`src/tptg_pkg.sv`:
```
// Package for the tag presence trigger guard.
// Holds the transaction payload types, configuration types, outcome codes and ID helpers.
// No dependencies.
package tptg_pkg;

    // Widths fixed by the field list.
    localparam int ID_BYTES  = 7;
    localparam int ID_BITS   = 8 * ID_BYTES;
    localparam int LEN_BITS  = 3;
    localparam int TIME_BITS = 32;
    localparam int CFG_BITS  = 16;
    localparam int IDX_BITS  = 2;

    // Configuration register reset values.
    localparam logic [CFG_BITS-1:0] HOLD_GRACE_RST = 16'd300;
    localparam logic [CFG_BITS-1:0] DEBOUNCE_RST   = 16'd300;
    localparam logic [CFG_BITS-1:0] PREEMPT_RST    = 16'd350;

    // Configuration register indexes.
    typedef enum logic [IDX_BITS-1:0] {
        CFG_HOLD_GRACE = 2'd0,
        CFG_DEBOUNCE   = 2'd1,
        CFG_PREEMPT    = 2'd2
    } cfg_index_t;

    // Decision outcome codes.
    typedef enum logic [2:0] {
        OUT_NONE         = 3'd0,
        OUT_FIRED        = 3'd1,
        OUT_PREEMPT      = 3'd2,
        OUT_SAME_BUSY    = 3'd3,
        OUT_GAP_BLOCKED  = 3'd4,
        OUT_BUSY_NO_ID   = 3'd5,
        OUT_DEBOUNCED    = 3'd6,
        OUT_GRACE_RISE   = 3'd7
    } outcome_t;

    typedef logic [TIME_BITS-1:0]         time_t;
    typedef logic [LEN_BITS+ID_BITS-1:0]  id_t;

    // Input transaction payload.
    typedef struct packed {
        logic [TIME_BITS-1:0] now_ms;
        logic                 raw_present;
        logic [ID_BITS-1:0]   tag_id;
        logic [LEN_BITS-1:0]  tag_id_len;
        logic                 effect_idle;
    } in_item_t;

    // Output transaction payload.
    typedef struct packed {
        logic     present;
        logic     active;
        logic     wake;
        outcome_t outcome;
    } out_item_t;

    // Live configuration values.
    typedef struct packed {
        logic [CFG_BITS-1:0] grace_ms;
        logic [CFG_BITS-1:0] rearm_ms;
        logic [CFG_BITS-1:0] preempt_gap_ms;
    } cfg_t;

    // Builds the comparable ID word: length on top, bytes beyond the length zeroed.
    function automatic id_t make_id(input logic [ID_BITS-1:0] bytes,
                                    input logic [LEN_BITS-1:0] len);
        logic [ID_BITS-1:0] masked;
        masked = '0;
        for (int i = 0; i < ID_BYTES; i++) begin
            if (i < int'(len)) begin
                masked[8*i +: 8] = bytes[8*i +: 8];
            end
        end
        return {len, masked};
    endfunction

    // Wrapping time difference a - b.
    function automatic time_t time_diff(input time_t a, input time_t b);
        return a - b;
    endfunction

endpackage

```
`src/tptg_cfg.sv`:
```
// Configuration registers of the tag presence trigger guard.
// Depends on tptg_pkg for the register indexes, reset values and cfg_t.
module tptg_cfg
    import tptg_pkg::*;
(
    input  logic                clk,
    input  logic                rst_n,
    input  logic                cfg_we,
    input  logic [IDX_BITS-1:0] cfg_index,
    input  logic [CFG_BITS-1:0] cfg_data,
    output cfg_t                cfg
);

    cfg_t cfg_reg;
    cfg_t cfg_next;

    // Address decode; an index beyond the list leaves every register alone.
    always_comb
    begin
        cfg_next = cfg_reg;
        if (cfg_we) begin
            unique case (cfg_index_t'(cfg_index))
                CFG_HOLD_GRACE: cfg_next.grace_ms       = cfg_data;
                CFG_DEBOUNCE:   cfg_next.rearm_ms       = cfg_data;
                CFG_PREEMPT:    cfg_next.preempt_gap_ms = cfg_data;
                default:        cfg_next = cfg_reg;
            endcase
        end
    end

    always_ff @(posedge clk or negedge rst_n)
    begin
        if (!rst_n) begin
            cfg_reg.grace_ms       <= HOLD_GRACE_RST;
            cfg_reg.rearm_ms       <= DEBOUNCE_RST;
            cfg_reg.preempt_gap_ms <= PREEMPT_RST;
        end else begin
            cfg_reg <= cfg_next;
        end
    end

    assign cfg = cfg_reg;

endmodule

```
`src/tptg_core.sv`:
```
// Decision logic and tracking state of the tag presence trigger guard.
// Depends on tptg_pkg for the payload types, outcome codes and ID helpers.
module tptg_core
    import tptg_pkg::*;
(
    input  logic      clk,
    input  logic      rst_n,
    input  logic      step,
    input  in_item_t  item,
    input  cfg_t      cfg,
    output out_item_t result
);

    logic  prev_present_reg, prev_present_next;
    logic  hold_active_reg,  hold_active_next;
    id_t   hold_id_reg,      hold_id_next;
    id_t   busy_id_reg,      busy_id_next;
    time_t last_trigger_reg, last_trigger_next;
    time_t last_seen_reg,    last_seen_next;

    id_t      id;
    id_t      busy_eff;
    time_t    seen_gap;
    time_t    trig_gap;
    logic     raw;
    logic     idle;
    logic     present;
    logic     active;
    logic     rise;
    logic     fall;
    logic     fire;
    outcome_t outcome;

    // Graced presence and the rising-edge decision.
    always_comb
    begin
        raw      = item.raw_present;
        idle     = item.effect_idle;
        id       = make_id(item.tag_id, item.tag_id_len);
        seen_gap = time_diff(item.now_ms, last_seen_reg);
        trig_gap = time_diff(item.now_ms, last_trigger_reg);
        busy_eff = idle ? '0 : busy_id_reg;

        present = raw || (hold_active_reg &&
                          (seen_gap < TIME_BITS'(cfg.grace_ms)));
        rise    = present && !prev_present_reg;
        fall    = !present && prev_present_reg;
        active  = present;
        fire    = 1'b0;
        outcome = OUT_NONE;

        if (rise) begin
            if (!idle) begin
                // The effect unit is busy: only a fresh, different tag may preempt.
                if (!raw) begin
                    outcome = OUT_BUSY_NO_ID;
                end else if (id == busy_eff) begin
                    outcome = OUT_SAME_BUSY;
                end else if (trig_gap < TIME_BITS'(cfg.preempt_gap_ms)) begin
                    outcome = OUT_GAP_BLOCKED;
                end else begin
                    outcome = OUT_PREEMPT;
                    fire    = 1'b1;
                end
                active = fire;
            end else if (!raw) begin
                outcome = OUT_GRACE_RISE;
            end else if (hold_active_reg && (hold_id_reg == id) &&
                         (trig_gap < TIME_BITS'(cfg.rearm_ms))) begin
                outcome = OUT_DEBOUNCED;
            end else begin
                outcome = OUT_FIRED;
                fire    = 1'b1;
            end
        end

        // State update for this transaction.
        last_seen_next    = raw ? item.now_ms : last_seen_reg;
        prev_present_next = present;
        busy_id_next      = fire ? id : busy_eff;
        hold_active_next  = hold_active_reg;
        hold_id_next      = hold_id_reg;
        last_trigger_next = last_trigger_reg;
        if (fire) begin
            hold_active_next  = 1'b1;
            hold_id_next      = id;
            last_trigger_next = item.now_ms;
        end else if (fall) begin
            hold_active_next  = 1'b0;
            hold_id_next      = '0;
            last_trigger_next = '0;
        end

        result.present = present;
        result.active  = active;
        result.wake    = rise;
        result.outcome = outcome;
    end

    // Tracking state advances once per transaction.
    always_ff @(posedge clk or negedge rst_n)
    begin
        if (!rst_n) begin
            prev_present_reg <= 1'b0;
            hold_active_reg  <= 1'b0;
            hold_id_reg      <= '0;
            busy_id_reg      <= '0;
            last_trigger_reg <= '0;
            last_seen_reg    <= '0;
        end else if (step) begin
            prev_present_reg <= prev_present_next;
            hold_active_reg  <= hold_active_next;
            hold_id_reg      <= hold_id_next;
            busy_id_reg      <= busy_id_next;
            last_trigger_reg <= last_trigger_next;
            last_seen_reg    <= last_seen_next;
        end
    end

endmodule

```
`src/tag_presence_trigger_guard.sv`:
```
// Top level of the tag presence trigger guard.
// Depends on tptg_pkg, tptg_cfg and tptg_core.
//
// One input transaction per poll tick yields exactly one result transaction.
// The block takes one transaction per clock cycle while in_stall is low. An
// accepted transaction sits in the input register, the whole decision is made
// in the single combinational stage behind it, and the result is loaded into
// the result register when the input stage advances, which it does whenever
// the result register is free. While the result register is held by
// out_stall, one more input transaction can still be taken into the input
// register; after that in_stall follows out_stall.
// Configuration writes take effect on the next clock edge and should be issued
// only while no transaction is in flight.
module tag_presence_trigger_guard
    import tptg_pkg::*;
(
    input  logic                clk,
    input  logic                rst_n,
    input  logic                in_valid,
    output logic                in_stall,
    input  in_item_t            in_data,
    output logic                out_valid,
    input  logic                out_stall,
    output out_item_t           out_data,
    input  logic                cfg_we,
    input  logic [IDX_BITS-1:0] cfg_index,
    input  logic [CFG_BITS-1:0] cfg_data
);

    logic      in_valid_reg,  in_valid_next;
    in_item_t  in_item_reg;
    logic      out_valid_reg, out_valid_next;
    out_item_t out_item_reg;

    logic      in_take;
    logic      advance;
    cfg_t      cfg;
    out_item_t result;

    tptg_cfg u_cfg (
        .clk       (clk),
        .rst_n     (rst_n),
        .cfg_we    (cfg_we),
        .cfg_index (cfg_index),
        .cfg_data  (cfg_data),
        .cfg       (cfg)
    );

    tptg_core u_core (
        .clk    (clk),
        .rst_n  (rst_n),
        .step   (advance),
        .item   (in_item_reg),
        .cfg    (cfg),
        .result (result)
    );

    // Handshake: the input stage moves on whenever the result register is free.
    always_comb
    begin
        advance  = in_valid_reg && !(out_valid_reg && out_stall);
        in_stall = in_valid_reg && !advance;
        in_take  = in_valid && !in_stall;

        in_valid_next = in_valid_reg;
        if (in_take) begin
            in_valid_next = 1'b1;
        end else if (advance) begin
            in_valid_next = 1'b0;
        end

        out_valid_next = out_valid_reg;
        if (advance) begin
            out_valid_next = 1'b1;
        end else if (!out_stall) begin
            out_valid_next = 1'b0;
        end
    end

    // Valid flags.
    always_ff @(posedge clk or negedge rst_n)
    begin
        if (!rst_n) begin
            in_valid_reg  <= 1'b0;
            out_valid_reg <= 1'b0;
        end else begin
            in_valid_reg  <= in_valid_next;
            out_valid_reg <= out_valid_next;
        end
    end

    // Payload registers.
    always_ff @(posedge clk)
    begin
        if (in_take) begin
            in_item_reg <= in_data;
        end
        if (advance) begin
            out_item_reg <= result;
        end
    end

    assign out_valid = out_valid_reg;
    assign out_data  = out_item_reg;

endmodule

```
`config.mk`:
```
export PLATFORM = sky130hd
export DESIGN_NAME = tag_presence_trigger_guard
export DESIGN_NICKNAME = d
export VERILOG_FILES = /design/src/tptg_pkg.sv /design/src/tptg_cfg.sv /design/src/tptg_core.sv /design/src/tag_presence_trigger_guard.sv
export SDC_FILE = /design/constraint.sdc
export NUM_CORES = 1
export LEC_CHECK = 0
export BUFFER_PORTS_ARGS = -buffer_cell sky130_fd_sc_hd__buf_4
export CAP_MARGIN = 40
export CORE_MARGIN = 2
export CORE_UTILIZATION = 50
export CTS_CLUSTER_DIAMETER = 80
export DETAILED_ROUTE_END_ITERATION = 16
export HOLD_SLACK_MARGIN = 0.08
export PLACE_DENSITY = 0.68
export SYNTH_ARGS = -nofsm -noshare
export SYNTH_HDL_FRONTEND = slang
export SYNTH_SLANG_ARGS = --single-unit
export TNS_END_PERCENT = 20
```
`constraint.sdc`:
```
create_clock -name clk -period 5.7 [get_ports clk]
set_input_delay 0.855 -clock clk [delete_from_list [all_inputs] [get_ports clk]]
set_output_delay 0.855 -clock clk [all_outputs]
set_load 0.02 [all_outputs]
```
Word-level counts from Yosys, hierarchy flattened
Cells that the tools add are included. Widths: inputs -> output; s select.

Flip-flop bits (word level): 333. Input port bits: 116. Output and inout port bits: 8. Logic and storage cells: 94.

Add/subtract/negate cells: 2. Order comparisons: 10. Equal/unequal tests: 5. Mux-type cells: 34. Reductions and logical operators: 23.

Operators with widths (number): $mux 59 (4); $eq 59x59->1 (2); $lt 32x16->1 (3); $mux 32 (2); $sub 32x32->32 (2); $mux 8 (7); $mux 3 (6); $mux 1 (15); $reduce_and 2->1 (5); $logic_and 1x1->1 (9); $lt 3x3->1 const A (3); $lt 1x3->1 const A (2); $lt 2x3->1 const A (2); $logic_not 1->1 (5); $reduce_bool 2->1 (2); $eq 2x1->1 const B (1); $eq 2x2->1 const B (1); $logic_not 2->1 (1); $ne 2x1->1 const B (1); $logic_or 1x1->1 (1).

Longest topological paths before layout
Gate-level depths: netlist of run 1.

Depth after elaboration: 11. Gate-level depth with buffers: 24. Gate-level depth less buffers: 21.

By module
Synthesis of run 1 repeated with hierarchy kept, for this count alone.

Cell total of the unflattened synthesis: 2126. Area, all modules: 20723.6 um2.

Modules (own cells, without submodules): tptg_core (instances 1, cells an instance 1917, area each 15825.2 um2, sequential area each 4604.4 um2); tag_presence_trigger_guard (instances 1, cells an instance 107, area each 3065.4 um2, sequential area each 3022.9 um2); tptg_cfg (instances 1, cells an instance 102, area each 1833.0 um2, sequential area each 1218.7 um2).

Least setup slack after synthesis of run 1
Ideal clock, no wire load.

Path kind: flip-flop to flip-flop. From: register in_item_reg[64] (netlist bit). To: register u_core.hold_id_reg[48]. Setup time: 83 ps. Arrival: 4693 ps. Required time: 5617 ps. Setup slack: 925 ps. Stages on the path, launching flop included: 22. Clock period less this slack: 4775 ps. Cells stage by stage: edfxtp_1 ha_1 and2_1 a221oi_1 a2111oi_0 nor2_1 o21ai_0 xor2_1 ha_1 a211o_1 nor4_1 nand3_1 a211oi_1 nand4_1 or3_1 a2111oi_1 nand2_1 o2111ai_2 buf_4 buf_6 buf_8 mux2i_1.

Cells in the longest elaborated chain, start to end: 9.

RTL lines: start: declaration (line tag_presence_trigger_guard.sv:31) `in_item_t in_item_reg;`; start signal: assignment (line tag_presence_trigger_guard.sv:96) `in_item_reg <= in_data;`; $sub 32x32->32 (line tptg_pkg.sv:80) `return a - b;`; $lt 32x16->1, on equally long branches (line tptg_core.sv:59, tptg_core.sv:69); $mux 1 or $logic_and 1x1->1 (tied branches) (line tptg_core.sv:59, tptg_core.sv:68); $mux 1, on equally long branches (line tptg_core.sv:57, tptg_core.sv:68); $mux 1, on equally long branches (line tptg_core.sv:55, tptg_core.sv:66); $mux 1 (line tptg_core.sv:53) `if (!idle) begin`; $mux 1 (line tptg_core.sv:52) `if (rise) begin`; $reduce_bool 2->1 (no line); $reduce_and 2->1 (no line); end signal: assignment (line tptg_core.sv:113) `hold_id_reg <= hold_id_next;`; end: declaration (line tptg_core.sv:16) `id_t hold_id_reg, hold_id_next;`.

Parallel ways exist; a longest one is shown, timed or not. A chain may end at the register's enable or synchronous reset.

Worst setup path in the final report of run 1
From: register in_item_reg[64] (netlist bit). To: register u_core.hold_id_reg[16].

Same word-level chain as after synthesis.

==> reports/results.txt, run 1 <==
Sw frac: 35.8%
Part of the cycle the worst path needs: 93.4%
Peak supply drop: 0.230 mV
Clk slew on worst S/H paths: 60 ps
Place WS: 90.9 ps
Via-to-Cell Ratio: 6.08
Inserted Clock Buffers: 40
Register area share after synthesis: 44.1%
Worst min-delay path class: in -> async
CTS H-tree lvls: 2
Post-Syn Instances: 2103
RR Endpoint: u_core.hold_id_reg[16]$_DFFE_PN0P_
Post-CTS Setup Bufs: 0
Worst-margin pin slew: 966 ps
Final core occ: 58.0%
Largest net degree at the start of global routing: 125
Combinational Power Share: 34.4%
Crit-path max FO: 48
Clk pwr share: 30.3%
CORE AREA: 39600 um2
Global-route wire length before repair: 91600 um
Crit end category: flip-flop
First-pass iteration count of the detailed router: 5
Largest register FFs: 93
Syn Nets: 2328
Fillers: 3509
Critical path cell sequence: ha_1 -> and2_1 -> o211ai_1 -> a2111oi_2 -> nor2_1 -> o21ai_0 -> xor2_1 -> ha_1 -> a211o_1 -> nor4_1 -> nand3_1 -> a211oi_1 -> nand4_1 -> or3_1 -> a2111oi_2 -> nand2_1 -> o2111ai_4 -> clkbuf_16 -> mux2i_1
Total number of vias: 16800
#FFs+latches synth: 333
Slowest CP cell: a2111oi_2
Initial Util: 50.6%
Most frequent cells in the layout: o21ai_0 (241), dfrtp_1 (220), nand2_1 (210)
Mapped Area: 20100 um2
Slew headroom: 35.6%
Share of cells above drive strength 1: 13.2%
Most used DFF post-synth: dfrtp_1
Seq. cell area: 8850 um2
Fin cells: 2760
Yosys cell types: 80
Sequential power share: 35.3%
Hold Vio Cnt, Final: 0
Num rows: 73
Setup violations, final: 0
Commonest non-fill, non-tap cell in the layout: o21ai_0
Worst path required time: 6190 ps
Clock sinks: 333
PwrDens: 386 nW/um2
Final net count: 2428
Routed Antenna Nets: 0
Reg2Reg Setup Slack: 380 ps
Cts hold-fix bufs: 0
Period minus WS final: 5320 ps
Die X: 204 um
Dpl cells: 2685
Synth area leaders: dfrtp_1 (27%), edfxtp_1 (15%), ha_1 (6.7%)
Reg-to-reg startpoint: in_item_reg[64]$_DFFE_PP_
EDFF count, synth: 99
Multi-input combinational cell area: 10100 um2
Clock Latency Late Sink: 580 ps
Area growth, synth to finish: 14.6%
DRC: 0
Asr flop ratio synth: 70.3%
Gr usage total: 27.9%
TNS Setup: 0 ps
Status: completed
GRT overflow: 0
Static leakage: 10.2 nW
Slew Viols, Final: 0
Die Span Y: 204 um
CP arrival: 5810 ps
Yosys Warn Count: 0
Delay-heaviest family, CP: compound AO/OA/AOI/OAI gates
# IOs: 124
WL/cell: 21.2 um
1st-iter DRT viols: 1494
Setup Skew: 31.9 ps
Post-Route WL: 58400 um
Die area: 41700 um2
Post-synth top area share: 27.5%
Critical Setup Path Class: reg -> reg
MaxCap Viol Count: 0
CTS tree: yes
WP buf/inv: 1
Setup ws final: 377 ps
Fmax: 188 MHz
Initial antenna violation count: 0
Detailed Place HPWL: 42000 um
# diodes: 0
CP Launch Type: flip-flop
Worst r2r path cells: 19
Internal power: 0.00569 W
Synth area leader: dfrtp_1
Bufs on Longest Clock Path: 3
RD Place Congestion: 0.922
Clock Tree Root: clkbuf_16
Switching power: 0.00318 W
Unrepaired setup endpoints after global routing: no
Slowest cell delay on critical path: 460 ps
Port bufs: 123
Post-Syn Area per Cell: 9.54 um2
Vias in the first global route: 16600
-- cell type report --
type	count	share of cell area, %
clock buffer	51	4.81
clock inverter	23	1.25
inverter	181	2.96
multi-input combinational	1483	43.9
sequential	333	38.5
tap	525	2.86
timing repair buffer	164	5.79
-- cell families (layout without fill, tap and decap cells) --
kind of cell | after synthesis | in the layout | share of synthesized area (%)
xor gates and xnor gates | 83 | 83 | 3.62
muxes | 130 | 130 | 6.71
AOI/OAI and AO/OA | 646 | 646 | 20.4
DFF | 333 | 333 | 44.1
adders and majority gates | 109 | 109 | 6.88
and+or+nand+nor | 515 | 515 | 12.4
buffers and inverters | 287 | 419 | 5.91
-- power groups by stage --
stage	combinational (W)	clock, W	sequential [W]
after global placement	0.00292	0	0.00314
final	0.00305	0.00269	0.00313
after CTS	0.00303	0.00275	0.00312
after detailed placement	0.00301	0	0.00316
after floorplan	0.00214	0	0.00307
after global routing	0.00340	0.00283	0.00317
-- metal layers --
layer	up-vias	routed length, um	global-route usage [%]
met5	-	0	0
met3	124	3550	3.94
met2	638	28500	47.8
met1	8169	24100	35.9
li1	7850	-	-
met4	0	2300	10.6
-- synth_stat cells (6+ instances only) --
library cell,count
o21ai_0,241
dfrtp_1,220
nand2_1,212
inv_1,181
a21oi_1,119
ha_1,107
edfxtp_1,99
mux2i_1,95
nor2_1,94
clkbuf_1,75
o2bb2ai_1,61
xnor2_1,54
nand4_1,41
mux2_2,35
a31oi_1,32
nand3_1,31
xor2_1,29
nor3_1,24
o21a_1,23
a21o_1,22
nand2b_1,17
buf_4,15
o22ai_1,15
dfstp_2,14
nor2b_1,14
and3_1,13
nor4bb_1,13
o32ai_1,13
nor4_1,12
o211ai_1,12
a211oi_1,11
o2111ai_1,10
a2111oi_0,9
o31ai_1,9
a22oi_1,8
buf_2,8
nor3b_1,8
or4_1,7
nand3b_1,6
o21bai_1,6
or3_1,6
-- per-stage QoR --
step	instance area (um2)	power (W)	hold WS (ps)
after floorplan	20100	0.00521	449
after global placement	21500	0.00606	460
after detailed placement	21600	0.00616	470
after CTS	23000	0.00890	417
after global routing	23000	0.00940	424
final	23000	0.00887	387
-- worst max-delay path by stage --
stage                                   start                                 end  cells after the start
finish              in_item_reg[64]$_DFFE_PP_  u_core.hold_id_reg[16]$_DFFE_PN0P_                     19
global placement    in_item_reg[64]$_DFFE_PP_  u_core.hold_id_reg[48]$_DFFE_PN0P_                     18
detailed placement  in_item_reg[65]$_DFFE_PP_  u_core.hold_id_reg[16]$_DFFE_PN0P_                     18
global route        in_item_reg[61]$_DFFE_PP_  u_core.hold_id_reg[37]$_DFFE_PN0P_                     22
floorplan           in_item_reg[64]$_DFFE_PP_  u_core.hold_id_reg[48]$_DFFE_PN0P_                     21
CTS                 in_item_reg[64]$_DFFE_PP_  u_core.hold_id_reg[32]$_DFFE_PN0P_                     18
-- timing repair --
action,in CTS,in global routing
resized for setup,0,5
hold endpoints to repair,0,0
setup endpoints to repair,0,151
Note: power is estimated with default switching activity, not from simulation.
==> run 2, diff against run 1 <==
- clock period: 5.7 -> 6.3 ns (I/O delays scaled with it)
==> reports/results.txt, run 2 (synthesis gave the netlist of run 1 again) <==
Commonest non-fill, non-tap cell in the layout: o21ai_0
Pwr Total: 0.00802 W
Port bufs: 123
Total number of vias: 16600
WL/cell: 21.1 um
Setup Skew: 31.6 ps
Share of cells above drive strength 1: 12.6%
Detailed Place HPWL: 41900 um
Via-to-Cell Ratio: 6.04
Hold Vio Cnt, Final: 0
Global-route wire length before repair: 91700 um
Reg-to-reg startpoint: in_item_reg[64]$_DFFE_PP_
Num rows: 73
CP Launch Point: in_item_reg[64]$_DFFE_PP_
1st-iter DRT viols: 1337
RD Place Congestion: 0.943
Post-CTS Setup Bufs: 0
Status: completed
CORE AREA: 39600 um2
Clock sinks: 333
Critical Setup Path Class: reg -> reg
GRT overflow: 0
CTS tree: yes
DRC: 0
Die Span Y: 204 um
Initial Util: 50.6%
Worst-margin pin slew: 820 ps
Crit-path max FO: 92
Die X: 204 um
Slew Viols, Final: 0
First-pass iteration count of the detailed router: 6
# diodes: 0
Largest net degree at the start of global routing: 93
Fmax: 174 MHz
TNS Setup: 0 ps
Bufs on Longest Clock Path: 3
Period minus WS final: 5740 ps
Gr usage total: 28.1%
Post-Route WL: 57900 um
# IOs: 124
Setup violations, final: 0
Clock Tree Root: clkbuf_16
CP arrival: 6220 ps
MaxCap Viol Count: 0
Unrepaired setup endpoints after global routing: no
Final net count: 2412
Clk slew on worst S/H paths: 60 ps
Peak supply drop: 0.249 mV
Inserted Clock Buffers: 40
Area growth, synth to finish: 13.9%
CP Launch Type: flip-flop
Clock Latency Late Sink: 580 ps
CTS H-tree lvls: 2
PwrDens: 351 nW/um2
Static leakage: 10.2 nW
Die area: 41700 um2
Largest register FFs: 93
Initial antenna violation count: 0
Crit end category: flip-flop
Part of the cycle the worst path needs: 91.0%
Slew headroom: 45.4%
Most frequent cells in the layout: o21ai_0 (241), dfrtp_1 (220), nand2_1 (210)
Routed Antenna Nets: 0
Worst path required time: 6790 ps
Worst min-delay path class: in -> async
Vias in the first global route: 16800
[run 2: report_power, final]
group	switching, W	internal [W]	total [W]	leakage, nW
combinational	0.00163	0.00108	0.00271	5.53
clock	0.000979	0.00150	0.00248	0.689
sequential	0.000264	0.00257	0.00283	3.95
[run 2: per-stage QoR]
step | hold slack, ps | util (%) | area [um2] | setup slack (ps) | cells
final | 365 | 57.6 | 22800 | 564 | 2744
after floorplan | 449 | - | 20100 | 1520 | 2103
after global placement | 463 | 53.9 | 21400 | 455 | 2666
after global routing | 404 | 57.6 | 22800 | 53.3 | 2744
after CTS | 375 | 57.6 | 22800 | 148 | 2744
after detailed placement | 471 | 54.0 | 21400 | 152 | 2670
[run 2: worst max-delay path: stages (launching register included)]
cell	delay [ps]
edfxtp_1	440
ha_1	380
and2_1	170
o211ai_1	160
a2111oi_1	550
nor2_1	130
o21ai_0	230
xor2_1	290
ha_1	320
a32oi_1	200
o2111ai_1	140
a2111oi_0	350
nand4_1	120
or3_1	390
a2111oi_2	570
nand2_1	190
o2111ai_4	170
buf_12	440
mux2i_1	270
[run 2: routing by layer]
layer	part of all wire, %	vias to the layer above	track usage [%]
met4	5.2	0	14.8
met5	0	-	0
met1	41	7990	35.7
li1	-	7844	-
met2	48	585	46.9
met3	5.4	154	3.56
[run 2: area by class of cell]
cell class,instances,area (um2)
Clock buffer,56,1150
Sequential cell,333,8850
Timing Repair Buffer,148,1170
Tap cell,525,657
Multi-Input combinational cell,1483,10100
Fill cell,3516,16800
Clock inverter,18,262
Inverter,181,679
[run 2: final timing paths]
check | cells after the start | slack, ps | endpoint
worst min-delay path | 1 | 360 | u_cfg.cfg[41]$_DFFE_PN0P_
worst max-delay path | 18 | 560 | u_core.hold_id_reg[46]$_DFFE_PN0P_
max in group asynchronous | 2 | 4800 | u_core.busy_id_reg[26]$_DFFE_PN0P_
min in group clk | 2 | 480 | u_core.last_seen_reg[26]$_DFFE_PN0P_
worst max register to register | 18 | 560 | u_core.hold_id_reg[46]$_DFFE_PN0P_
worst min register to register | 2 | 480 | u_core.last_seen_reg[26]$_DFFE_PN0P_
[run 2: timing repair]
action                                  CTS  global route
endpoints found under the setup margin    0           150
gates resized for setup                   0             2
hold buffers                              0             0
==> run 3, diff against run 2 <==
- ABC_AREA: default -> 1
- GPL_TIMING_DRIVEN: default -> 0
- PLACE_DENSITY: 0.68 -> 0.67
==> reports/results.txt, run 3 <==
Global-route wire length before repair: 98700 um
EDFF count, synth: 99
DRC: 0
Post-route cell area: 25100 um2
Worst path required time: 6810 ps
Via-to-Cell Ratio: 5.07
Largest net degree at the start of global routing: 87
Slowest CP cell: clkbuf_1
Largest register FFs: 93
Adder and majority gate portion of the synthesized area: 6.27%
Peak supply drop: 0.222 mV
Hold Vio Cnt, Final: 0
Die area: 45700 um2
Most used cell, CP: nand2_1
Unrepaired setup endpoints after global routing: no
Commonest non-fill, non-tap cell in the layout: nand2_1
Die Span Y: 214 um
Critical Setup Path Class: reg -> reg
Largest family of logic cells by synthesized area: simple AND/OR/NAND/NOR gates
Cell with the most instances after synthesis: nand2_1
Asr flop ratio synth: 70.3%
Post-Route WL: 61800 um
Slew Viols, Final: 0
Num rows: 76
TNS Setup: 0 ps
Post-synth top area share: 25.0%
Slowest cell delay on critical path: 480 ps
WL/cell: 15.8 um
Synth area leader: dfrtp_1
Worst-margin pin slew: 773 ps
Most used DFF post-synth: dfrtp_1
Crit-path max FO: 10
Area post-placement: 23800 um2
Initial Util: 50.9%
Part of the cycle the worst path needs: 81.8%
Post-Syn Area per Cell: 7.04 um2
RD Place Congestion: 0.937
Die X: 214 um
Clock Tree Root: clkbuf_16
Routed Antenna Nets: 0
Initial antenna violation count: 0
#FFs+latches synth: 333
Post-synthesis simple-gate area fraction: 32.6%
Detailed Place HPWL: 48500 um
MaxCap Viol Count: 0
Dpl cells: 3838
Clock Latency Late Sink: 580 ps
Crit end category: flip-flop
Clock sinks: 333
Cts hold-fix bufs: 0
Clk slew on worst S/H paths: 60 ps
Share of cells above drive strength 1: 8.81%
Gr usage total: 27.7%
CP Launch Type: flip-flop
Inserted Clock Buffers: 40
Synth area leaders: dfrtp_1 (25%), nand2_1 (19%), edfxtp_1 (14%)
Mux share of post-synthesis cell area: 0.0512%
CP arrival: 5670 ps
Fin cells: 3912
Mapped Area: 22000 um2
Post-Syn Instances: 3127
# IOs: 124
CTS tree: yes
Status: completed
Synth Area in Compound Gates: 4.62%
1st-iter DRT viols: 1184
First-pass iteration count of the detailed router: 7
GRT overflow: 0
Post-synth top cells: nand2_1 (1141), inv_1 (536), nor2_1 (224)
Period minus WS final: 5150 ps
Setup Skew: 32.1 ps
Pwr Total: 0.00871 W
Register area share after synthesis: 40.2%
Static leakage: 13.9 nW
Fmax: 194 MHz
Final net count: 3520
# resized after CTS: 0
Bufs on Longest Clock Path: 3
Port bufs: 123
Post-CTS Setup Bufs: 0
Syn Nets: 3352
Slew headroom: 48.5%
Vias in the first global route: 19300
Post-synthesis xor/xnor area fraction: 4.54%
CORE AREA: 43300 um2
Yosys cell types: 42
Most frequent cells in the layout: nand2_1 (1141), inv_1 (535), nor2_1 (224)
Area growth, synth to finish: 13.9%
# diodes: 0
Setup violations, final: 0
PwrDens: 348 nW/um2
Yosys Warn Count: 0
Total number of vias: 19900
CTS H-tree lvls: 2
Worst min-delay path class: in -> async
-- run 3: cell types whose count changed after synthesis, sizes merged, moves of 42 or more --
cell | before | now
o21ai | 246 | 82
nor2 | 95 | 234
inv | 181 | 549
nand2 | 213 | 1149
o2bb2ai | 61 | 0
mux2i | 95 | 0
xor2 | 29 | 78
nand3 | 31 | 221
nand4 | 41 | 83
-- run 3: layer usage --
layer	share of wire (%)	GRT usage (%)	vias up
met5	0	0	-
met4	3.9	11.4	0
met1	41	32.5	9288
met2	51	51.2	444
met3	4.2	3.51	138
li1	-	-	9980
-- run 3: path summary, 6_finish.rpt --
kind	startpoint	end	slack (ps)	cells after the start
setup reg to reg	in_item_reg[61]$_DFFE_PP_	u_core.hold_id_reg[52]$_DFFE_PN0P_	1150	29
hold / removal	rst_n	u_cfg.cfg[42]$_DFFE_PN0P_	340	1
min in group clk	u_core.busy_id_reg[11]$_DFFE_PN0P_	u_core.busy_id_reg[11]$_DFFE_PN0P_	480	2
max in group asynchronous	rst_n	u_core.hold_id_reg[33]$_DFFE_PN0P_	4700	3
hold reg to reg	u_core.busy_id_reg[11]$_DFFE_PN0P_	u_core.busy_id_reg[11]$_DFFE_PN0P_	480	2
setup / recovery	in_item_reg[61]$_DFFE_PP_	u_core.hold_id_reg[52]$_DFFE_PN0P_	1150	29
-- run 3: cell type report --
| class | count | area (um2) |
|---|---|---|
| repair buffers | 126 | 1010 |
| inverters | 549 | 2060 |
| multi-input cells | 2146 | 10600 |
| clock inverters | 20 | 170 |
| plain buffers | 99 | 510 |
| flip-flops and latches | 333 | 8850 |
| well taps | 585 | 732 |
| clock buffers | 54 | 1130 |
| fillers | 4146 | 18200 |
-- run 3: worst max-delay path, delay by kind of cell (launching register included) --
kind	cells	cell delay (ps)
XOR/XNOR	1	200
adder cells (fa/ha/maj)	3	920
AO/OA/AOI/OAI	2	360
AND/OR/NAND/NOR	18	2020
buffers and inverters	5	1170
flip-flops	1	380
-- run 3: report_power, final --
group	internal (W)	leakage, nW	switching [W]
Clock	0.00132	0.629	0.000961
Sequential	0.00262	3.95	0.000229
Combinational	0.00127	9.28	0.00231
-- run 3: metrics by stage --
stage / worst slack [ps] / util [%] / hold slack (ps)
final: 1150 / 57.9 / 337
after global routing: 691 / 57.9 / 385
after CTS: 1130 / 57.9 / 362
after detailed placement: 1130 / 54.9 / 465
after global placement: 1130 / 54.7 / 457
after floorplan: 2700 / - / 448
-- run 3: logic make-up after synthesis --
logic type | Yosys count
AO/OA/AOI/OAI | 190
XOR/XNOR | 114
adder cells (fa/ha/maj) | 109
buffers and inverters | 648
flip-flops | 333
multiplexers | 1
AND/OR/NAND/NOR | 1732
